**config.mk**
```make
export PLATFORM = sky130hd
export DESIGN_NAME = priority_ordered_handle_table_top
export DESIGN_NICKNAME = d
export VERILOG_FILES = /design/src/rtl/poht_pkg.sv /design/src/rtl/priority_ordered_handle_table_top.sv
export SDC_FILE = /design/constraint.sdc
export NUM_CORES = 1
export LEC_CHECK = 0
export ABC_CLOCK_PERIOD_IN_PS = 4500
export CORE_AREA = 2 2 237 239
export DETAILED_ROUTE_END_ITERATION = 7
export DIE_AREA = 0 0 239 241
export DONT_BUFFER_PORTS = 1
export PLACE_DENSITY = 0.56
export RECOVER_POWER = 25
export REMOVE_ABC_BUFFERS = 1
export SLEW_MARGIN = 5
export SYNTH_ARGS = -nofsm -noshare
export SYNTH_HDL_FRONTEND = slang
export SYNTH_SLANG_ARGS = --single-unit
```
**constraint.sdc**
```tcl
create_clock -name clk_i -period 4.5 [get_ports clk_i]
set_input_delay 0.225 -clock clk_i [delete_from_list [all_inputs] [get_ports clk_i]]
set_output_delay 0.225 -clock clk_i [all_outputs]
set_load 0.01 [all_outputs]
```
**src/rtl/poht_pkg.sv**
```systemverilog
// Package for the priority-ordered handle table.
// Holds request codes, status codes, error codes and default sizes; no dependencies.
package poht_pkg;

  localparam int unsigned MaxEntries   = 16;
  localparam int unsigned PriorityBits = 8;
  localparam int unsigned HandleW      = 16;
  localparam int unsigned ReqW         = 3;
  localparam int unsigned StatusW      = 2;
  localparam int unsigned ErrW         = 2;

  localparam logic [ReqW-1:0] ReqInsert  = 3'd0;
  localparam logic [ReqW-1:0] ReqRemove  = 3'd1;
  localparam logic [ReqW-1:0] ReqFind    = 3'd2;
  localparam logic [ReqW-1:0] ReqActive  = 3'd3;
  localparam logic [ReqW-1:0] ReqReprio  = 3'd4;
  localparam logic [ReqW-1:0] ReqSetStat = 3'd5;
  localparam logic [ReqW-1:0] ReqCount   = 3'd6;

  localparam logic [StatusW-1:0] StStopped = 2'd0;
  localparam logic [StatusW-1:0] StPlaying = 2'd1;
  localparam logic [StatusW-1:0] StWaiting = 2'd3;

  localparam logic [ErrW-1:0] ErrNone     = 2'd0;
  localparam logic [ErrW-1:0] ErrNotFound = 2'd1;
  localparam logic [ErrW-1:0] ErrFull     = 2'd2;

endpackage

```
**src/rtl/priority_ordered_handle_table_top.sv**
```systemverilog
// Top level of the priority-ordered handle table.
// Depends on poht_pkg. Entries live in a memory walked one slot at a time.
// Count, unknown requests and a full insert go straight to the result; a handle search
// reads and compares each slot in turn, insert scans for its position and opens a gap,
// and reprioritize searches, closes the gap, scans for the new position and opens a gap.
// Throughput: one request at a time; in_ready_o returns the cycle after the result transfer.
// Reset: asynchronous, active low; clears the entry count and control state.
module priority_ordered_handle_table_top #(
  parameter int unsigned MAX_ENTRIES   = poht_pkg::MaxEntries,
  parameter int unsigned PRIORITY_BITS = poht_pkg::PriorityBits
) (
  input  logic                             clk_i,
  input  logic                             rst_ni,
  input  logic                             in_valid_i,
  output logic                             in_ready_o,
  input  logic [poht_pkg::ReqW-1:0]        req_type_i,
  input  logic [poht_pkg::HandleW-1:0]     handle_i,
  input  logic [7:0]                       priority_req_i,
  input  logic [poht_pkg::StatusW-1:0]     new_status_i,
  input  logic                             last_valid_i,
  input  logic [poht_pkg::HandleW-1:0]     last_handle_i,
  output logic                             out_valid_o,
  input  logic                             out_ready_i,
  output logic                             found_o,
  output logic [poht_pkg::HandleW-1:0]     result_handle_o,
  output logic [7:0]                       result_priority_o,
  output logic [poht_pkg::StatusW-1:0]     result_status_o,
  output logic [4:0]                       entry_total_o,
  output logic [poht_pkg::ErrW-1:0]        error_code_o
);

  localparam int unsigned IdxW = (MAX_ENTRIES > 1) ? $clog2(MAX_ENTRIES) : 1;
  localparam int unsigned CntW = $clog2(MAX_ENTRIES + 1);
  localparam int unsigned PW   = PRIORITY_BITS;
  localparam int unsigned EW   = poht_pkg::HandleW + PW + poht_pkg::StatusW;

  // Sequencer states.
  localparam logic [3:0] SIdle    = 4'd0;
  localparam logic [3:0] SSearch  = 4'd1;  // read slot idx_q
  localparam logic [3:0] SCheck   = 4'd2;  // compare read data
  localparam logic [3:0] SActScan = 4'd3;  // fallback scan for find active
  localparam logic [3:0] SActChk  = 4'd4;
  localparam logic [3:0] SDrop    = 4'd5;  // read slot i+1
  localparam logic [3:0] SDropWr  = 4'd6;  // write slot i
  localparam logic [3:0] SPlScan  = 4'd7;  // read slot for insert position
  localparam logic [3:0] SPlChk   = 4'd8;
  localparam logic [3:0] SOpen    = 4'd9;  // read slot i-1
  localparam logic [3:0] SOpenWr  = 4'd10; // write slot i
  localparam logic [3:0] SPut     = 4'd11; // write new entry
  localparam logic [3:0] SOut     = 4'd12;

  logic [3:0]   state_q, state_d;
  logic [CntW-1:0] count_q, count_d;
  logic [CntW-1:0] idx_q, idx_d;   // walking position
  logic [CntW-1:0] pos_q, pos_d;   // located entry / insert spot
  logic [poht_pkg::ReqW-1:0] req_q;
  logic [poht_pkg::HandleW-1:0] h_q, h_d;
  logic [PW-1:0] pr_q;
  logic [poht_pkg::StatusW-1:0] ns_q, s_q, s_d;
  logic last_phase_q, last_phase_d;

  // Result registers.
  logic found_q, found_d;
  logic [poht_pkg::HandleW-1:0] rh_q, rh_d;
  logic [PW-1:0] rp_q, rp_d;
  logic [poht_pkg::StatusW-1:0] rs_q, rs_d;
  logic [poht_pkg::ErrW-1:0] err_q, err_d;

  // Entry memory: one read and one write port, registered read data.
  logic [EW-1:0] mem_q [MAX_ENTRIES];
  logic [EW-1:0] rdata_q;
  logic [IdxW-1:0] raddr, waddr;
  logic we;
  logic [EW-1:0] wdata;

  always_ff @(posedge clk_i) begin
    if (we) begin
      mem_q[waddr] <= wdata;
    end
    rdata_q <= mem_q[raddr];
  end

  logic [poht_pkg::HandleW-1:0] rd_h;
  logic [PW-1:0] rd_p;
  logic [poht_pkg::StatusW-1:0] rd_s;
  assign {rd_h, rd_p, rd_s} = rdata_q;

  logic accept;
  assign accept = in_valid_i && in_ready_o;
  assign in_ready_o = (state_q == SIdle);

  // Sequencer.
  always_comb begin
    state_d = state_q;
    count_d = count_q;
    idx_d = idx_q;
    pos_d = pos_q;
    h_d = h_q;
    s_d = s_q;
    last_phase_d = last_phase_q;
    found_d = found_q;
    rh_d = rh_q;
    rp_d = rp_q;
    rs_d = rs_q;
    err_d = err_q;
    raddr = idx_q[IdxW-1:0];
    waddr = idx_q[IdxW-1:0];
    we = 1'b0;
    wdata = rdata_q;
    unique case (state_q)
      SIdle: begin
        if (accept) begin
          found_d = 1'b0;
          rh_d = '0;
          rp_d = '0;
          rs_d = '0;
          err_d = poht_pkg::ErrNone;
          idx_d = '0;
          h_d = handle_i;
          s_d = poht_pkg::StStopped;
          last_phase_d = 1'b0;
          unique case (req_type_i)
            poht_pkg::ReqInsert: begin
              if (count_q >= CntW'(MAX_ENTRIES)) begin
                err_d = poht_pkg::ErrFull;
                state_d = SOut;
              end else begin
                state_d = SPlScan;
              end
            end
            poht_pkg::ReqRemove, poht_pkg::ReqFind, poht_pkg::ReqReprio,
            poht_pkg::ReqSetStat: state_d = SSearch;
            poht_pkg::ReqActive: begin
              if (last_valid_i) begin
                h_d = last_handle_i;
                last_phase_d = 1'b1;
                state_d = SSearch;
              end else begin
                state_d = SActScan;
              end
            end
            poht_pkg::ReqCount: begin
              found_d = 1'b1;
              state_d = SOut;
            end
            default: state_d = SOut;
          endcase
        end
      end
      SSearch: begin
        if (idx_q >= count_q) begin
          // Handle absent.
          if (last_phase_q) begin
            idx_d = '0;
            state_d = SActScan;
          end else begin
            err_d = poht_pkg::ErrNotFound;
            state_d = SOut;
          end
        end else begin
          state_d = SCheck;
        end
      end
      SCheck: begin
        if (rd_h == h_q) begin
          pos_d = idx_q;
          rh_d = rd_h;
          rp_d = rd_p;
          rs_d = rd_s;
          unique case (req_q)
            poht_pkg::ReqActive: begin
              if (rd_s == poht_pkg::StPlaying) begin
                found_d = 1'b1;
                state_d = SOut;
              end else begin
                // Last played entry is not playing: the scan decides, fields stay clear.
                rh_d = '0;
                rp_d = '0;
                rs_d = '0;
                idx_d = '0;
                state_d = SActScan;
              end
            end
            poht_pkg::ReqFind: begin
              found_d = 1'b1;
              state_d = SOut;
            end
            poht_pkg::ReqSetStat: begin
              found_d = 1'b1;
              rs_d = ns_q;
              we = 1'b1;
              wdata = {rd_h, rd_p, ns_q};
              state_d = SOut;
            end
            default: begin
              // Remove and reprioritize close the gap first.
              found_d = 1'b1;
              s_d = rd_s;
              state_d = SDrop;
            end
          endcase
        end else begin
          idx_d = idx_q + 1'b1;
          state_d = SSearch;
        end
      end
      SActScan: begin
        if (idx_q >= count_q) begin
          state_d = SOut;
        end else begin
          state_d = SActChk;
        end
      end
      SActChk: begin
        if (rd_s == poht_pkg::StWaiting || rd_s == poht_pkg::StPlaying) begin
          found_d = 1'b1;
          rh_d = rd_h;
          rp_d = rd_p;
          rs_d = rd_s;
          state_d = SOut;
        end else begin
          idx_d = idx_q + 1'b1;
          state_d = SActScan;
        end
      end
      SDrop: begin
        if (idx_q + 1'b1 >= count_q) begin
          count_d = count_q - 1'b1;
          if (req_q == poht_pkg::ReqReprio) begin
            idx_d = '0;
            state_d = SPlScan;
          end else begin
            state_d = SOut;
          end
        end else begin
          raddr = IdxW'(idx_q + 1'b1);
          state_d = SDropWr;
        end
      end
      SDropWr: begin
        we = 1'b1;
        idx_d = idx_q + 1'b1;
        state_d = SDrop;
      end
      SPlScan: begin
        if (idx_q >= count_q) begin
          pos_d = idx_q;
          idx_d = count_q;
          state_d = SOpen;
        end else begin
          state_d = SPlChk;
        end
      end
      SPlChk: begin
        if (rd_p > pr_q) begin
          idx_d = idx_q + 1'b1;
          state_d = SPlScan;
        end else begin
          pos_d = idx_q;
          idx_d = count_q;
          state_d = SOpen;
        end
      end
      SOpen: begin
        if (idx_q == pos_q) begin
          state_d = SPut;
        end else begin
          raddr = IdxW'(idx_q - 1'b1);
          state_d = SOpenWr;
        end
      end
      SOpenWr: begin
        we = 1'b1;
        idx_d = idx_q - 1'b1;
        state_d = SOpen;
      end
      SPut: begin
        we = 1'b1;
        waddr = pos_q[IdxW-1:0];
        wdata = {h_q, pr_q, s_q};
        count_d = count_q + 1'b1;
        found_d = 1'b1;
        rh_d = h_q;
        rp_d = pr_q;
        rs_d = s_q;
        state_d = SOut;
      end
      SOut: begin
        if (out_ready_i) begin
          state_d = SIdle;
        end
      end
      default: state_d = SIdle;
    endcase
  end

  always_ff @(posedge clk_i or negedge rst_ni) begin
    if (!rst_ni) begin
      state_q <= SIdle;
      count_q <= '0;
      last_phase_q <= 1'b0;
    end else begin
      state_q <= state_d;
      count_q <= count_d;
      last_phase_q <= last_phase_d;
    end
  end

  // Request and result payload registers.
  always_ff @(posedge clk_i) begin
    if (accept) begin
      req_q <= req_type_i;
      pr_q <= PW'(priority_req_i);
      ns_q <= new_status_i;
    end
    idx_q <= idx_d;
    pos_q <= pos_d;
    h_q <= h_d;
    s_q <= s_d;
    found_q <= found_d;
    rh_q <= rh_d;
    rp_q <= rp_d;
    rs_q <= rs_d;
    err_q <= err_d;
  end

  assign out_valid_o = (state_q == SOut);
  assign found_o = found_q;
  assign result_handle_o = rh_q;
  assign result_priority_o = 8'(rp_q);
  assign result_status_o = rs_q;
  assign entry_total_o = 5'(count_q);
  assign error_code_o = err_q;

endmodule

```
==> results.py <==
metrics = {
    "placement": {
        "hpwlAfterDp_um": 32800,
        "portBuffers": 0,
        "dp_cells": 2349,
        "placed_area_um2": 23200,
        "place_ws_ns": 0.309,
        "routabilityCongestion": 0.861,
    },
    "yosys": {
        "synthXorXnorAreaFrac_pct": 1.31,
        "synth_fa_ha_area_share_pct": 1.41,
        "synth-main-ff-cell": "edfxtp_1",
        "ys_ff_latch": 522,
        "synth-edff-count": 486,
        "synth-compound-area-share_pct": 14.6,
        "syn_area_per_cell_um2": 13.1,
        "netlist_area_um2": 21800,
        "synth.area.mux_share_pct": 0.940,
        "yosysUniqueCellTypes": 65,
        "yosysWarnings": 0,
        "yosys.area_share.simple_pct": 8.51,
        "synth_top_family_by_area": "compound AO/OA/AOI/OAI gates",
        "async_reset_ff_share_pct": 1.92,
        "postSynthCellCount": 1662,
        "synth-seq-area-share_pct": 70.4,
    },
    "worst_setup_path": {
        "crit_chain": "inv_1 > ha_1 > ha_1 > o211ai_1 > o21ai_0 > a21oi_1 > a21o_1 > and3_4 > or2_1 > nor2b_2 > buf_4 > a221o_1",
        "path_buf_inv": 2,
        "startpoint_type": "flop",
        "critical_path.max_stage_delay_ns": 1.08,
        "critPathTopFamily": "simple AND/OR/NAND/NOR gates",
        "cp.required_ns": 5.05,
        "crit_type": "reg2reg",
        "critPathArrivalTime_ns": 4.77,
        "crit_path_end_kind": "flop",
        "crit_path_frequent_cell": "ha_1",
        "cp_max_fo": 15,
        "cpMaxStageDelayCell": "nor2b_2",
    },
    "floorplanning": {
        "die_w_um": 239,
        "io_pins": 86,
        "initial_core_util_pct": 39.8,
        "die-area_um2": 57600,
        "die_h_um": 241,
        "rows": 86,
        "core_um2": 54900,
    },
    "power_and_ir_drop": {
        "ir_drop_v": 0.000501,
        "p_leak_nw": 8.90,
        "p_per_area_nw_per_um2": 780,
    },
    "routing": {
        "drtIter0Drc": 1467,
        "drt-total-wl_um": 58400,
        "via_per_inst": 5.63,
        "routedWlPerCell_um": 23.4,
        "drc": 0,
        "drt-pass1-iter-count": 6,
        "dr_total_vias": 14100,
        "postRouteAntennaNets": 0,
    },
    "layout": {
        "num_antenna_cells": 0,
        "final_util_pct": 46.4,
        "area_delta_synth_final_pct": 16.7,
        "final_cells": 2499,
        "drive_above_1_share_pct": 12.2,
        "fin_area_um2": 25500,
        "fin_nets": 1824,
    },
    "flow_run": {
        "max_cap_violations": 3,
    },
    "outcome": {
        "run_status": "complete, but fails checks",
        "violations": "max-capacitance violations, max-slew violations",
    },
    "sta": {
        "fin_crit_sh_pct": 93.9,
        "period_needed_ns": 4.23,
        "drv_slew": 67,
        "hold_slack_ns": 0.0203,
        "hold_violations": 0,
        "fmax_mhz": 237,
        "fin_skew_ns": 0.0388,
        "setup_viol_count_final": 0,
        "rsz0062_at_grt": "no",
        "relSlewSlack_pct": -30.4,
        "tightest_slew_ns": 1.96,
        "setup_ws_ns": 0.275,
    },
    "clocking": {
        "clock_sinks": 522,
        "cts.htree.levels": 2,
        "tritoncts": "done",
        "clk_latency_ns": 0.62,
        "cts_buffers": 54,
        "postCtsSetupBuffers": 0,
        "clkTransAtPathRegs_ns": 0.06,
        "cts-root-to-sink-buffers": 3,
        "cts-root-buf": "clkbuf_16",
    },
    "global_route": {
        "antenna_found_initial": 0,
        "grt_pass1_vias": 13500,
        "grt_use_total_pct": 20.2,
        "grt_max_degree": 122,
        "grt_first_pass_wirelength_um": 86000,
        "gr-total-overflow": 0,
    },
    "worst_hold_path": {
        "hp-class": "in2async",
    },
}
registers in the layout, summed over array words and instances (netlist names):
register / count
entry_total_o: 5
found_o: 1
pos_q: 5
rdata_q: 26
idx_q: 5
req_q: 3
result_status_o: 2
h_q: 16
s_q: 2
ns_q: 2
result_priority_o: 8
pr_q: 8
state_q: 4
result_handle_o: 16
last_phase_q: 1
error_code_o: 2
mem_q: 416
per-stage QoR:
stage | TNS, ns | power, mW
after CTS | 0 | 20.0
final | 0 | 19.9
after global placement | 0 | 15.3
after floorplan | -329.10 | 12.5
after global routing | 0 | 21.0
after detailed placement | 0 | 15.4
report_power, final:
group          internal, mW  switching (mW)
registers              6.66           0.460
clock network          2.64            1.88
logic                  2.86            5.36
total                  12.2            7.71
cell type report:
class	instances	area, µm²
clock buffers	71	1460
fillers	4850	29400
well taps	704	881
repair buffers	130	1290
multi-input cells	1012	6020
clock inverters	30	352
inverters	30	113
flip-flops and latches	522	15400
layout by cell type (no fill, tap or decap), drive strengths merged, types with 29 or more instances in the layout:
master       synthesis  final
edfxtp             486    486
nand2              335    335
a21oi              235    235
a22oi              107    107
clkbuf              36     86
buf                 62     66
dlygate4sd3          0     49
o21ai               41     41
nor2                39     39
inv                 29     31
a22o                29     29
worst register-to-register path: cells and delay by family, from the launching register on:
| kind | cells | cell delay, ns |
|---|---|---|
| simple gates | 3 | 1.44 |
| compound gates | 5 | 1.07 |
| buf+inv | 2 | 0.61 |
| fa+ha+maj | 2 | 0.60 |
| flops | 1 | 0.45 |
routing by layer:
metal	vias up	share of wire, %	global-route usage, %
met5	-	0	0
met1	7084	45	28.8
met3	80	6.1	3.26
met4	0	1.9	5.08
li1	6439	-	-
met2	457	47	32.5
synth_stat cells, types with 3 or more instances:
cell      instances  area (µm²)
a21o_1           11        82.6
a21oi_1         219        1100
a21oi_2          16         140
a221o_1          27         270
a221oi_1          3        26.3
a22o_1           29         254
a22oi_1         107         803
a31oi_1          10        62.6
and3_1            4        25.0
buf_1            14        52.6
buf_2            35         175
buf_6            11         124
clkbuf_1         36         135
dfrtp_1          10         250
dfxtp_1          26         521
edfxtp_1        486       14600
ha_1             23         288
inv_1            29         109
mux2_2           16         180
nand2_1         335        1260
nand2b_1          9        56.3
nand3_1           7        35.0
nand4_1           7        43.8
nor2_1           38         143
nor2b_1           5        31.3
nor3_1           18        90.1
o211ai_1          7        52.6
o21a_1            4        30.0
o21ai_0          38         190
o22ai_1           6        37.5
o311ai_0          3        26.3
or2_2             3        18.8
or3_1             4        25.0
xnor2_1          25         219
xor2_1            4        35.0
path summary, 6_finish.rpt:
path	from	end	slack, ns	cells past startpoint
min in group clk_i	in_valid_i	state_q[0]	0.06	2
setup reg to reg	idx_q[0]	rdata_q[0]	0.27	12
setup / recovery	idx_q[0]	rdata_q[0]	0.27	12
hold / removal	rst_ni	state_q[3]	0.02	1
hold reg to reg	last_phase_q	last_phase_q	0.54	2
max in group asynchronous	rst_ni	last_phase_q	4.16	1
timing repair:
item	in CTS	in global routing
hold buffers	49	0
endpoints found under the hold margin	46	0
gates resized for setup	0	0
cell families after synthesis:
| family | after synthesis |
|---|---|
| xor+xnor | 31 |
| simple gates | 445 |
| fa+ha+maj | 24 |
| buf+inv | 128 |
| compound gates | 494 |
| mux | 18 |
| flops | 522 |
No activity file was read; power rests on OpenSTA's default activity.
